### src/hdl/ppes_pkg.sv
// Shared types, constants and helpers for the pendulum Euler-step block.
package ppes_pkg;

  localparam int CORDIC_STAGES = 16;
  localparam int STG_W = $clog2(CORDIC_STAGES + 1);

  localparam logic signed [31:0] Q16_TWO_PI  = 32'sd411775;
  localparam logic signed [31:0] Q16_PI      = 32'sd205887;
  localparam logic signed [31:0] Q16_HALF_PI = 32'sd102944;
  localparam logic signed [33:0] CORDIC_GAIN = 34'sd652032874;

  typedef enum logic [2:0] {
    REG_USE_SIM   = 3'd0,
    REG_STEP_TIME = 3'd1,
    REG_GRAV      = 3'd2,
    REG_INPUT     = 3'd3,
    REG_DAMP      = 3'd4,
    REG_FLIP      = 3'd5,
    REG_OFFSET    = 3'd6
  } reg_idx_t;

  // datapath operations, one per sequencer step
  typedef enum logic [3:0] {
    OP_NONE,
    OP_VISION,
    OP_RED_START,
    OP_RED_STEP,
    OP_RED_FOLD,
    OP_CORDIC,
    OP_CORDIC_END,
    OP_MUL_TG,
    OP_MUL_IU,
    OP_MUL_TU,
    OP_MUL_TD,
    OP_MUL_DA,
    OP_ACC,
    OP_MUL_DR,
    OP_COMMIT
  } op_t;

  typedef enum logic [3:0] {
    ST_IDLE,
    ST_VISION,
    ST_RED_START,
    ST_RED,
    ST_FOLD,
    ST_CORDIC,
    ST_CORDIC_END,
    ST_TG,
    ST_IU,
    ST_TU,
    ST_TD,
    ST_DA,
    ST_ACC,
    ST_DR,
    ST_COMMIT,
    ST_OUT
  } state_t;

  typedef struct packed {
    op_t op;
  } dp_cmd_t;

  typedef struct packed {
    logic red_done;
    logic cordic_done;
  } dp_sts_t;

  function automatic logic signed [31:0] sat32(input logic signed [65:0] v);
    logic signed [31:0] r;
    if (v > 66'sd2147483647) r = 32'sh7fffffff;
    else if (v < -66'sd2147483648) r = 32'sh80000000;
    else r = v[31:0];
    return r;
  endfunction

  function automatic logic signed [30:0] atan_q30(input logic [4:0] i);
    logic signed [30:0] r;
    unique case (i)
      5'd0:  r = 31'sd843314857;
      5'd1:  r = 31'sd497837830;
      5'd2:  r = 31'sd263043837;
      5'd3:  r = 31'sd133525159;
      5'd4:  r = 31'sd67021687;
      5'd5:  r = 31'sd33543516;
      5'd6:  r = 31'sd16775851;
      5'd7:  r = 31'sd8388437;
      5'd8:  r = 31'sd4194283;
      5'd9:  r = 31'sd2097149;
      default: r = 31'sd1 <<< (5'd30 - i);
    endcase
    return r;
  endfunction

endpackage

### src/hdl/ppes_ctrl.sv
// Sequencer for one pendulum step: issues datapath operations and runs the handshake.
module ppes_ctrl (
  input  logic              clk,
  input  logic              rst_n,
  input  logic              in_tvalid,
  output logic              in_tready,
  output logic              out_tvalid,
  input  logic              out_tready,
  input  logic              use_sim,
  input  ppes_pkg::dp_sts_t sts,
  output ppes_pkg::dp_cmd_t cmd
);
  import ppes_pkg::*;

  state_t state_r, state_nxt;

  always_ff @(posedge clk) begin
    if (!rst_n) state_r <= ST_IDLE;
    else state_r <= state_nxt;
  end

  always_comb begin
    state_nxt  = state_r;
    cmd.op     = OP_NONE;
    in_tready  = 1'b0;
    out_tvalid = 1'b0;
    unique case (state_r)
      ST_IDLE: begin
        in_tready = 1'b1;
        if (in_tvalid) state_nxt = use_sim ? ST_RED_START : ST_VISION;
      end
      ST_VISION: begin cmd.op = OP_VISION; state_nxt = ST_OUT; end
      ST_RED_START: begin cmd.op = OP_RED_START; state_nxt = ST_RED; end
      ST_RED: begin
        cmd.op = OP_RED_STEP;
        if (sts.red_done) state_nxt = ST_FOLD;
      end
      ST_FOLD: begin cmd.op = OP_RED_FOLD; state_nxt = ST_CORDIC; end
      ST_CORDIC: begin
        cmd.op = OP_CORDIC;
        if (sts.cordic_done) state_nxt = ST_CORDIC_END;
      end
      ST_CORDIC_END: begin cmd.op = OP_CORDIC_END; state_nxt = ST_TG; end
      ST_TG: begin cmd.op = OP_MUL_TG; state_nxt = ST_IU; end
      ST_IU: begin cmd.op = OP_MUL_IU; state_nxt = ST_TU; end
      ST_TU: begin cmd.op = OP_MUL_TU; state_nxt = ST_TD; end
      ST_TD: begin cmd.op = OP_MUL_TD; state_nxt = ST_DA; end
      ST_DA: begin cmd.op = OP_MUL_DA; state_nxt = ST_ACC; end
      ST_ACC: begin cmd.op = OP_ACC; state_nxt = ST_DR; end
      ST_DR: begin cmd.op = OP_MUL_DR; state_nxt = ST_COMMIT; end
      ST_COMMIT: begin cmd.op = OP_COMMIT; state_nxt = ST_OUT; end
      ST_OUT: begin
        out_tvalid = 1'b1;
        if (out_tready) state_nxt = ST_IDLE;
      end
      default: state_nxt = ST_IDLE;
    endcase
  end

  a_out_only_in_out: assert property (@(posedge clk) disable iff (!rst_n)
    out_tvalid |-> state_r == ST_OUT) else $error("out_tvalid outside output state");
  a_no_in_while_busy: assert property (@(posedge clk) disable iff (!rst_n)
    (in_tready && out_tvalid) == 1'b0) else $error("accept while result pending");
  a_out_holds: assert property (@(posedge clk) disable iff (!rst_n)
    (out_tvalid && !out_tready) |=> out_tvalid) else $error("result dropped");

endmodule

### config.mk
export PLATFORM = sky130hd
export DESIGN_NAME = ppes_ctrl
export DESIGN_NICKNAME = d
export VERILOG_FILES = /design/src/hdl/ppes_pkg.sv /design/src/hdl/ppes_ctrl.sv
export SDC_FILE = /design/constraint.sdc
export NUM_CORES = 1
export LEC_CHECK = 0
export ABC_AREA = 1
export BUFFER_PORTS_ARGS = -buffer_cell sky130_fd_sc_hd__buf_2
export CORE_AREA = 4 4 41 43
export DETAILED_ROUTE_END_ITERATION = 12
export DIE_AREA = 0 0 45 47
export PLACE_DENSITY = 0.52
export SYNTH_ARGS = -nofsm -noshare
export SYNTH_HDL_FRONTEND = slang
export SYNTH_SLANG_ARGS = --single-unit
### constraint.sdc
create_clock -name clk -period 3.3 [get_ports clk]
set_clock_uncertainty 0.05 [all_clocks]
set_input_delay 0.33 -clock clk [delete_from_list [all_inputs] [get_ports clk]]
set_output_delay 0.33 -clock clk [all_outputs]
set_load 0.01 [all_outputs]
* Word level (Yosys, flattened, before mapping)
Cells that the tools add are included.
** Storage, ports and cells
- Register bits after elaboration :: 4
- Bits in latches :: 0
- Memory bits (writable) :: 0
- Memory bits (read-only) :: 0
- Word-level logic and storage cells :: 32
- Memories :: 0
** Operators by class
- $add $sub $neg :: 0
- Multipliers :: 0
- Divide/modulo/power cells :: 0
- Magnitude comparators :: 0
- Eq/ne operators :: 19
- Shift operators :: 0
- Muxes and demuxes :: 9
- Bitwise operators :: 0
- Reduce and logical (&&, ||, !) cells :: 3
** Operators by type and width (number)
- $pmux 4 s15 :: 1
- $pmux 4 s14 :: 1
- $eq 4x4->1 const B :: 8
- $eq 4x3->1 const B :: 4
- $mux 4 :: 4
- $eq 4x2->1 const B :: 2
- $ne 2x2->1 const B :: 4
- $eq 4x1->1 const B :: 1
- $logic_not 4->1 :: 1
- $reduce_and 4->1 :: 1
- $mux 1 :: 2
- $mux 2 :: 1
- $reduce_or 2->1 :: 1

* Depth between registers and ports, before layout
Gate-level depths: netlist (run 1).
- Depth in word-level cells :: 3
- Mapped depth :: 9
- Gate-level depth less buffers :: 8

* Least setup slack after synthesis (run 1)
Ideal clock, no wire load.
- Kind :: register -> output
- Start :: reg state_r[0]
- End :: out in_tready
- Data arrival time :: 856 ps
- Data required time :: 2920 ps
- Path slack :: 2064 ps
- Cell stages (with the launch flop) :: 5
- Cells stage by stage :: dfxtp_1 buf_2 nor2_2 inv_1 nor2_1
** Between the ends
- Cells in the longest elaborated chain, start to end :: 2
** RTL lines
- start, declared :: RTL line ppes_ctrl.sv:15 : state_t state_r, state_nxt;
- start signal, assigned :: RTL line ppes_ctrl.sv:19 : else state_r <= state_nxt;
- $logic_not 4->1 :: RTL line ppes_ctrl.sv:27 : unique case (state_r)
- $mux 1 :: RTL line ppes_ctrl.sv:27
- end, declared :: RTL line ppes_ctrl.sv:6 : output logic in_tready,
No other way between the ends.

==> run_results.csv, run 1 <==
group,metric,value,unit
timing,setup_violations,0,
timing,setup_ws,1.64,ns
synthesis,synthArstFlopShare,0,%
setup_path,worstSetupPathType,"register to output port",
synthesis,synth_most_common_cell,"inv_1",
timing,slew_violations,0,
drt,drt-initial-drc-count,2,
floorplanning,core,0.00130,mm²
timing,relSlewSlack,78.3,%
outcome,outcome,"finished, final reports clean",
setup_path,crit_fanout,8,
power,p_per_area,897,mW/mm²
floorplanning,rows,13,
synthesis,synth_area_leaders,"dfxtp_1 21%, inv_1 15%, nand3_1 9.2%, nand2_1 7.9%, a21oi_1 6.6%",
drt,routed_wl,793,µm
timing,max_freq,604,MHz
drt,avgViaCountPerCell,4.20,
synthesis,syn_inst,61,
synthesis,syn_avg_cell_area,6.26,µm²
floorplanning,dieHeight,47,µm
synthesis,yosysWarnings,0,
global_route,grt_start_max_net_pins,9,
power,vdd_drop_max,0.328,mV
floorplanning,die-width,45,µm
drt,num_vias,378,
global_route,grtUsageTotal,8.38,%
layout,nFillCells,149,
drt,drc,0,
synthesis,synth_cell_type_count,17,
clock_tree,cts_tree,"done",
power,power.leakage,0.000312,µW
layout,largest_reg_flops,4,
clock_tree,cts-root-buf,"clkbuf_4",
floorplanning,dieArea,0.00212,mm²
layout,fin_area,478,µm²
floorplanning,start_util,29.3,%
synthesis,synth_seq_cells,4,
layout,regMostFlops,"state_r",
timing,fin_crit,1.66,ns
global_route,grt_pass1_wl,1260,µm
clock_tree,cts_max_path_buffers,2,
min_path,hold_class,"input pin to register",
drt,drtPass1Iterations,3,
clock_tree,post_cts_resize_count,0,
clock_tree,cts_buffers,3,
place,gp_congestion,0.785,
setup_path,reg2reg_from,"state_r[0]",
setup_path,reg2regPathDepth,7,
clock_tree,cts_hold_buffers,0,
layout,drive_gt1_share,34.7,%
timing,hold_viol_final,0,
place,port_buffers,12,
timing,whs,0.294,ns
power,design_power_total,429,µW
floorplanning,ios,13,
setup_path,worstPathArrival,1.28,ns
layout,area.growth.synth_to_final,25.2,%
flow_run,drv_cap,0,
setup_path,r2r-end,"state_r[1]",
global_route,grt_pass1_vias,337,
synthesis,ys.flop_type,"dfxtp_1",
place,dpl_worst_slack,1.90,ns
clock_tree,clkTransAtPathRegs,0.04,ns
min_path,hold_end,"state_r[3]",
synthesis,syn-cell-area,382,µm²
min_path,min_from,"rst_n",
min_path,hold_path_depth,3,
layout,top_regs,"state_r: 4 flops",
synthesis,yosysTopAreaCell,"dfxtp_1",
place,hpwl,694,µm
global_route,overflow,0,
setup_path,reg2reg_slack,2.03,ns
clock_tree,cts_sinks,4,
layout,nets,84,
clock_tree,postCtsSetupBuffers,0,
setup_path,setup.worst_path.start_class,"register",
global_route,antenna_found_initial,0,
setup_path,end_kind,"output port",
synthesis,synthesis.nets,68,
synthesis,synth_common_cells,"15 x inv_1, 8 x nand2_1, 7 x nand3_1",
layout,n_antenna_cell,0,
clock_tree,h-tree-depth,1,
place,post_dp_cell_area,455,µm²
synthesis,synth_edf_count,0,
timing,fin_crit_sh,50.2,%
synthesis,ys_seq_area_share,21.0,%
setup_path,cp.required,2.92,ns
synthesis,synth_top_area_share,21.0,%
drt,avgRoutedWirePerCell,8.81,µm
timing,tightest_slew,0.325,ns
clock_tree,clock_latency,0.23,ns
drt,drtAntennaViolNets,0,
timing,setup_tns,0,ns
timing,grt_setup_unrepaired,"no",
-- worst max path at each step --
stage,startpoint,to,slack [ns],cells after the start
finish,state_r[0],cmd[3],1.64,4
global route,state_r[0],cmd[3],1.49,4
CTS,state_r[0],cmd[3],1.64,4
detailed placement,state_r[0],cmd[3],1.90,4
global placement,state_r[0],cmd[3],1.90,4
floorplan,state_r[0],in_tready,2.06,4
-- per-layer routing --
layer	global-route usage [%]	up-vias	share of wire, %
li1	-	212	-
met1	9.34	156	46
met2	13.3	8	46
met3	2.30	2	6.7
met4	7.02	0	1.9
met5	0	-	0
-- worst max-delay path: stages (launching register included) --
cell	delay, ns
dfxtp_1	0.50
nand2_4	0.12
o21ai_0	0.23
inv_1	0.06
buf_2	0.14
-- final cells by class --
cell class | instances | area, µm² | share of cell area, %
timing repair buffer | 12 | 60.1 | 12.6
inverter | 16 | 60.1 | 12.6
tap | 15 | 18.8 | 3.93
multi-input combinational | 40 | 236 | 49.5
clock buffer | 3 | 22.5 | 4.71
sequential | 4 | 80.1 | 16.8
-- stage by stage --
step           utilization [%]  instances
6_report                  36.7         90
5_1_grt                   36.7         90
4_1_cts                   36.7         90
3_5_place_dp              35.0         87
3_3_place_gp              35.0         87
2_1_floorplan                -         61
-- cell families (layout without fill, tap and decap cells) --
| group | after synthesis | after routing | synth area share (%) |
|---|---|---|---|
| DFF | 4 | 4 | 21.0 |
| buffers and inverters | 17 | 31 | 17.0 |
| xor gates and xnor gates | 1 | 1 | 2.30 |
| AOI/OAI and AO/OA | 8 | 8 | 10.5 |
| and+or+nand+nor | 31 | 31 | 49.2 |
-- layout by cell type (no fill, tap or decap) --
| master | synthesis | routed |
|---|---|---|
| inv_1 | 15 | 15 |
| buf_2 | 1 | 12 |
| nand2_1 | 8 | 8 |
| nand3_1 | 7 | 7 |
| nor2_1 | 6 | 6 |
| a21oi_1 | 5 | 5 |
| dfxtp_1 | 4 | 4 |
| clkbuf_4 | 0 | 3 |
| nand2_4 | 2 | 2 |
| nor2_4 | 2 | 2 |
| o21ai_0 | 2 | 2 |
| nor2_2 | 2 | 2 |
| nand2_2 | 2 | 2 |
| nand3b_4 | 1 | 1 |
| o21ai_1 | 1 | 1 |
| xor2_1 | 1 | 1 |
| inv_2 | 1 | 1 |
| nand3_2 | 1 | 1 |
-- report_power, final --
group	switching, µW	internal, µW	total [µW]
combinational	149	101	249
sequential	49.4	70.4	120
clock	19.1	40.6	59.7
(Power assumes the default switching activity.)
==> run 2, diff against run 1 <==
ABC_AREA = 0   (was 1)
PLACE_DENSITY = 0.47   (was 0.52)
clock period = 1.66 ns   (was 3.3 ns; I/O delays follow)
==> run 2 against run 1 <==
Synthesized area is 16% lower. Critical endpoint is now in_tready. Die area stayed put. Wire length is 15% higher. Final cell count is 17% lower. Flip-flop and latch count stayed put. Highest routed layer is now met3. First-iteration DRC count grew to 3.5 times the previous value. Sequential power is 70% higher.
==> run_results.csv, run 2 <==
group,metric,value,unit
clock_tree,clkTransAtPathRegs,0.04,ns
drt,drc,0,
drt,drtAntennaViolNets,0,
clock_tree,post_cts_resize_count,0,
setup_path,reg2reg_from,"state_r[1]",
clock_tree,cts_buffers,3,
clock_tree,cts_tree,"done",
setup_path,crit_fanout,10,
timing,setup_tns,0,ns
synthesis,syn_inst,46,
synthesis,synthesis.nets,53,
floorplanning,rows,13,
synthesis,yosysTopAreaCell,"dfxtp_1",
setup_path,end_kind,"output port",
synthesis,synthArstFlopShare,0,%
clock_tree,cts_max_path_buffers,2,
synthesis,ys.flop_type,"dfxtp_1",
layout,regMostFlops,"state_r",
setup_path,setup.worst_path.start_class,"register",
setup_path,cp-startpoint,"state_r[1]",
synthesis,synth_cell_type_count,21,
global_route,grt_pass1_wl,1580,µm
drt,avgViaCountPerCell,5.19,
global_route,grt_start_max_net_pins,15,
power,power.leakage,0.000178,µW
min_path,hold_class,"input pin to register",
layout,nets,69,
timing,setup_violations,0,
synthesis,synth_edf_count,0,
floorplanning,core,0.00130,mm²
floorplanning,ios,13,
clock_tree,cts_hold_buffers,0,
layout,nFillCells,159,
synthesis,synth_most_common_cell,"a31oi_1",
synthesis,syn_avg_cell_area,6.96,µm²
clock_tree,cts-root-buf,"clkbuf_4",
synthesis,ys_seq_area_share,25.0,%
global_route,grtUsageTotal,10.2,%
global_route,overflow,0,
layout,final_common_cell,"buf_2",
setup_path,worstSetupPathType,"register to output port",
min_path,min_from,"rst_n",
timing,slew_violations,0,
synthesis,synth_top_area_share,25.0,%
layout,drive_gt1_share,31.7,%
clock_tree,h-tree-depth,1,
floorplanning,die-width,45,µm
place,hpwl,678,µm
power,p_per_area,1900,mW/mm²
floorplanning,start_util,24.6,%
layout,area.growth.synth_to_final,31.3,%
outcome,outcome,"finished, final reports clean",
timing,fin_crit_sh,88.7,%
timing,hold_viol_final,0,
place,port_buffers,12,
clock_tree,clock_latency,0.24,ns
layout,top_regs,"state_r: 4 flops",
synthesis,yosysWarnings,0,
drt,avgRoutedWirePerCell,12.2,µm
timing,fin_crit,1.47,ns
timing,tightest_slew,0.364,ns
setup_path,worstPathArrival,1.26,ns
synthesis,synth_seq_cells,4,
synthesis,syn-cell-area,320,µm²
place,gp_congestion,0.808,
clock_tree,cts_sinks,4,
timing,max_freq,679,MHz
place,post_dp_cell_area,398,µm²
layout,n_antenna_cell,0,
timing,relSlewSlack,75.7,%
floorplanning,dieArea,0.00212,mm²
synthesis,synth_common_cells,"7 x a31oi_1, 5 x o21ai_0, 4 x dfxtp_1, 4 x inv_1",
global_route,grt_pass1_vias,375,
layout,largest_reg_flops,4,
drt,routed_wl,914,µm
drt,num_vias,389,
drt,drt-initial-drc-count,7,
global_route,antenna_found_initial,0,
floorplanning,dieHeight,47,µm
synthesis,synth_area_leaders,"dfxtp_1 25%, a31oi_1 14%, o21ai_0 7.8%, buf_2 4.7%, inv_1 4.7%",
timing,grt_setup_unrepaired,"no",
setup_path,cp.required,1.44,ns
drt,drtPass1Iterations,2,
layout,fin_area,420,µm²
flow_run,drv_cap,0,
clock_tree,postCtsSetupBuffers,0,
power,vdd_drop_max,0.593,mV
layout,final_cell_mix,"12 x buf_2, 7 x a31oi_1, 5 x o21ai_0, 4 x inv_1, 4 x dfxtp_1",
## run 2: changes by cell type after synthesis, moves of 3 or more
cell / change
a21oi_1: -3
a31oi_1: +7
inv_1: -11
nand2_1: -5
nand3_1: -6
nor2_1: -3
o21ai_0: +3
## run 2: cell families (layout without fill, tap and decap cells)
family | after synthesis | in the layout | synth area share [%]
and+or+nand+nor | 17 | 17 | 27.7
AOI/OAI and AO/OA | 17 | 17 | 35.2
buffers and inverters | 8 | 22 | 12.1
DFF | 4 | 4 | 25.0
## run 2: layout make-up
cell class	instances	area [µm²]	area share, %
Clock buffer	3	22.5	5.36
Inverter	4	15.0	3.57
Multi-Input combinational cell	34	201	47.9
Sequential cell	4	80.1	19.0
Tap cell	15	18.8	4.46
Timing Repair Buffer	15	82.6	19.6
## run 2: stage by stage
step | util (%) | hold WS, ns | worst slack [ns] | std cells | total power (µW)
finish | 32.3 | 0.140 | 0.187 | 75 | 798
global route | 32.3 | 0.167 | 0.101 | 75 | 888
CTS | 32.3 | 0.133 | 0.165 | 75 | 804
detailed placement | 30.6 | 0.386 | 0.284 | 72 | 675
global placement | 30.6 | 0.384 | 0.323 | 72 | 684
floorplan | - | 0.232 | 0.319 | 46 | 521
## run 2: worst paths after layout
path | to | slack [ns] | depth (start not counted)
min reg2reg | state_r[3] | 0.58 | 2
min | state_r[0] | 0.14 | 3
max | in_tready | 0.19 | 3
max reg2reg | state_r[1] | 0.27 | 4
## run 2: power breakdown
part	internal [µW]	switching [µW]
clock network	81.0	41.1
registers	140	64.2
logic	200	272
## run 2: worst max-delay path, cell delays in order, from the launching register on
cell     delay (ns)
dfxtp_1        0.30
buf_4          0.17
nor4_1         0.35
buf_2          0.20
## run 2: layer usage
metal,GRT usage (%),wire [µm]
met4,3.51,0
met2,16.9,475
met1,12.3,398
met5,0,0
met3,3.45,40
==> run 3, diff against run 2 <==
SETUP_SLACK_MARGIN = 0.4   (was unset)
==> run 3 against run 2 <==
Critical path depth is 1 higher. Clock power shrank 7%. Core utilization increased by 8.5 points. Combinational power rose by 36%. Global-route usage decreased by 0.47 points. Worst hold slack better by 0.0071 ns. Worst setup slack improved by 0.083 ns. Critical endpoint is now state_r[1]. Total power up 29%. Fmax rose by 5.9%. Via count increased by 4.6%. Largest power group unchanged. Critical path type is now register to register.
==> run_results.csv, run 3 (same netlist as run 2, synthesis figures left out) <==
group,metric,value,unit
place,port_buffers,12,
place,hpwl,664,µm
layout,final_cell_mix,"12 x buf_2, 7 x a31oi_1, 4 x dfxtp_4",
floorplanning,dieHeight,47,µm
setup_path,crit_family,"compound AO/OA/AOI/OAI gates",
floorplanning,core,0.00130,mm²
setup_path,worst_path_largest_cell_delay,0.38,ns
drt,num_vias,407,
timing,fin_crit_sh,83.8,%
place,gp_congestion,0.772,
timing,fin_crit,1.39,ns
layout,top_regs,"state_r: 4 flops",
power,design_power_total,1030,µW
setup_path,worstSetupPathType,"register to register",
setup_path,setup.worst_path.start_class,"register",
min_path,min_from,"rst_n",
setup_path,reg2reg_slack,0.27,ns
timing,whs,0.148,ns
floorplanning,dieArea,0.00212,mm²
timing,setup_tns,0,ns
floorplanning,rows,13,
setup_path,cp.required,1.72,ns
drt,routed_wl,971,µm
outcome,outcome,"finished, final reports clean",
global_route,grt_pass1_wl,1530,µm
drt,avgRoutedWirePerCell,12.3,µm
clock_tree,cts_buffers,3,
timing,setup_ws,0.270,ns
drt,drc,0,
clock_tree,cts-root-buf,"clkbuf_4",
power,power.leakage,0.000216,µW
clock_tree,cts_max_path_buffers,2,
layout,nets,73,
global_route,overflow,0,
timing,tightest_slew,0.222,ns
flow_run,drv_cap,0,
setup_path,crit_fanout,5,
min_path,hold_path_depth,3,
global_route,grt_start_max_net_pins,12,
setup_path,end_kind,"register",
clock_tree,cts_tree,"done",
floorplanning,die-width,45,µm
setup_path,worstPathArrival,1.45,ns
floorplanning,ios,13,
setup_path,reg2regPathDepth,4,
setup_path,critPathBufInv,0,
timing,grt_setup_unrepaired,"yes",
timing,relSlewSlack,85.2,%
setup_path,r2r-end,"state_r[1]",
power,p_per_area,1930,mW/mm²
power,vdd_drop_max,0.615,mV
setup_path,slowest_stage,"or3_4",
setup_path,reg2reg_from,"state_r[1]",
clock_tree,clkTransAtPathRegs,0.04,ns
layout,largest_reg_flops,4,
place,dpl_worst_slack,0.273,ns
timing,hold_viol_final,0,
drt,drtAntennaViolNets,0,
timing,slew_violations,0,
layout,n_antenna_cell,0,
layout,drive_gt1_share,48.4,%
clock_tree,h-tree-depth,1,
global_route,grtUsageTotal,9.72,%
clock_tree,cts_hold_buffers,0,
floorplanning,start_util,24.6,%
layout,area.growth.synth_to_final,65.6,%
layout,final_common_cell,"buf_2",
drt,drt-initial-drc-count,22,
global_route,grt_pass1_vias,363,
min_path,hold_class,"input pin to register",
clock_tree,cts_sinks,4,
timing,max_freq,719,MHz
timing,setup_violations,0,
clock_tree,clock_latency,0.23,ns
layout,nFillCells,150,
drt,drtPass1Iterations,4,
setup_path,cp_cell_sequence,"or3_4, a211oi_4, o21ai_1, o311a_1",
min_path,hold_end,"state_r[0]",
drt,avgViaCountPerCell,5.15,
global_route,antenna_found_initial,0,
layout,regMostFlops,"state_r",
==> run 3: per-stage QoR <==
step,util [%],std cells,area (µm²)
finish,40.8,79,531
global route,40.8,79,531
CTS,35.7,76,464
detailed placement,30.5,71,397
global placement,30.5,71,397
floorplan,-,46,327
==> run 3: worst max-delay path by stage <==
stage                            end        from  slack (ns)  cells after the start
final                     state_r[1]  state_r[1]        0.27                      4
after global routing      state_r[1]  state_r[1]        0.21                      4
after CTS                 state_r[1]  state_r[1]        0.28                      4
after detailed placement  state_r[1]  state_r[1]        0.27                      4
after global placement    state_r[1]  state_r[0]        0.31                      4
after floorplan           state_r[1]  state_r[1]        0.42                      4
==> run 3: worst reg2reg max path, delay by kind of cell (launching register included) <==
family	cells	cell delay, ns
AO/OA/AOI/OAI	3	0.50
flip-flops	1	0.35
AND/OR/NAND/NOR	1	0.38
==> run 3: routing by layer <==
layer | part of all wire, % | global-route usage (%)
met1 | 45 | 13.4
met2 | 50 | 15.3
met3 | 5.1 | 1.53
met4 | 0 | 3.51
met5 | 0 | 0
==> run 3: layout make-up <==
cell class	count	area [µm²]	area share, %
Inverter	4	17.5	3.30
Clock buffer	3	22.5	4.25
Sequential cell	4	95.1	17.9
Multi-Input combinational cell	34	231	43.6
Timing Repair Buffer	19	145	27.4
Tap cell	15	18.8	3.54
==> run 3: repair_timing <==
| action | in CTS | in global routing |
|---|---|---|
| cloned | 0 | 1 |
| setup endpoints to repair | 8 | 9 |
| buffers inserted | 2 | 2 |
| pin swaps | 0 | 6 |
| gates resized for setup | 11 | 9 |
==> run 3: power by group <==
group          total [µW]  switching, µW  internal, µW
Sequential            271            104           167
Combinational         641            305           336
Clock                 114           33.4          80.4
Total                1030            443           583
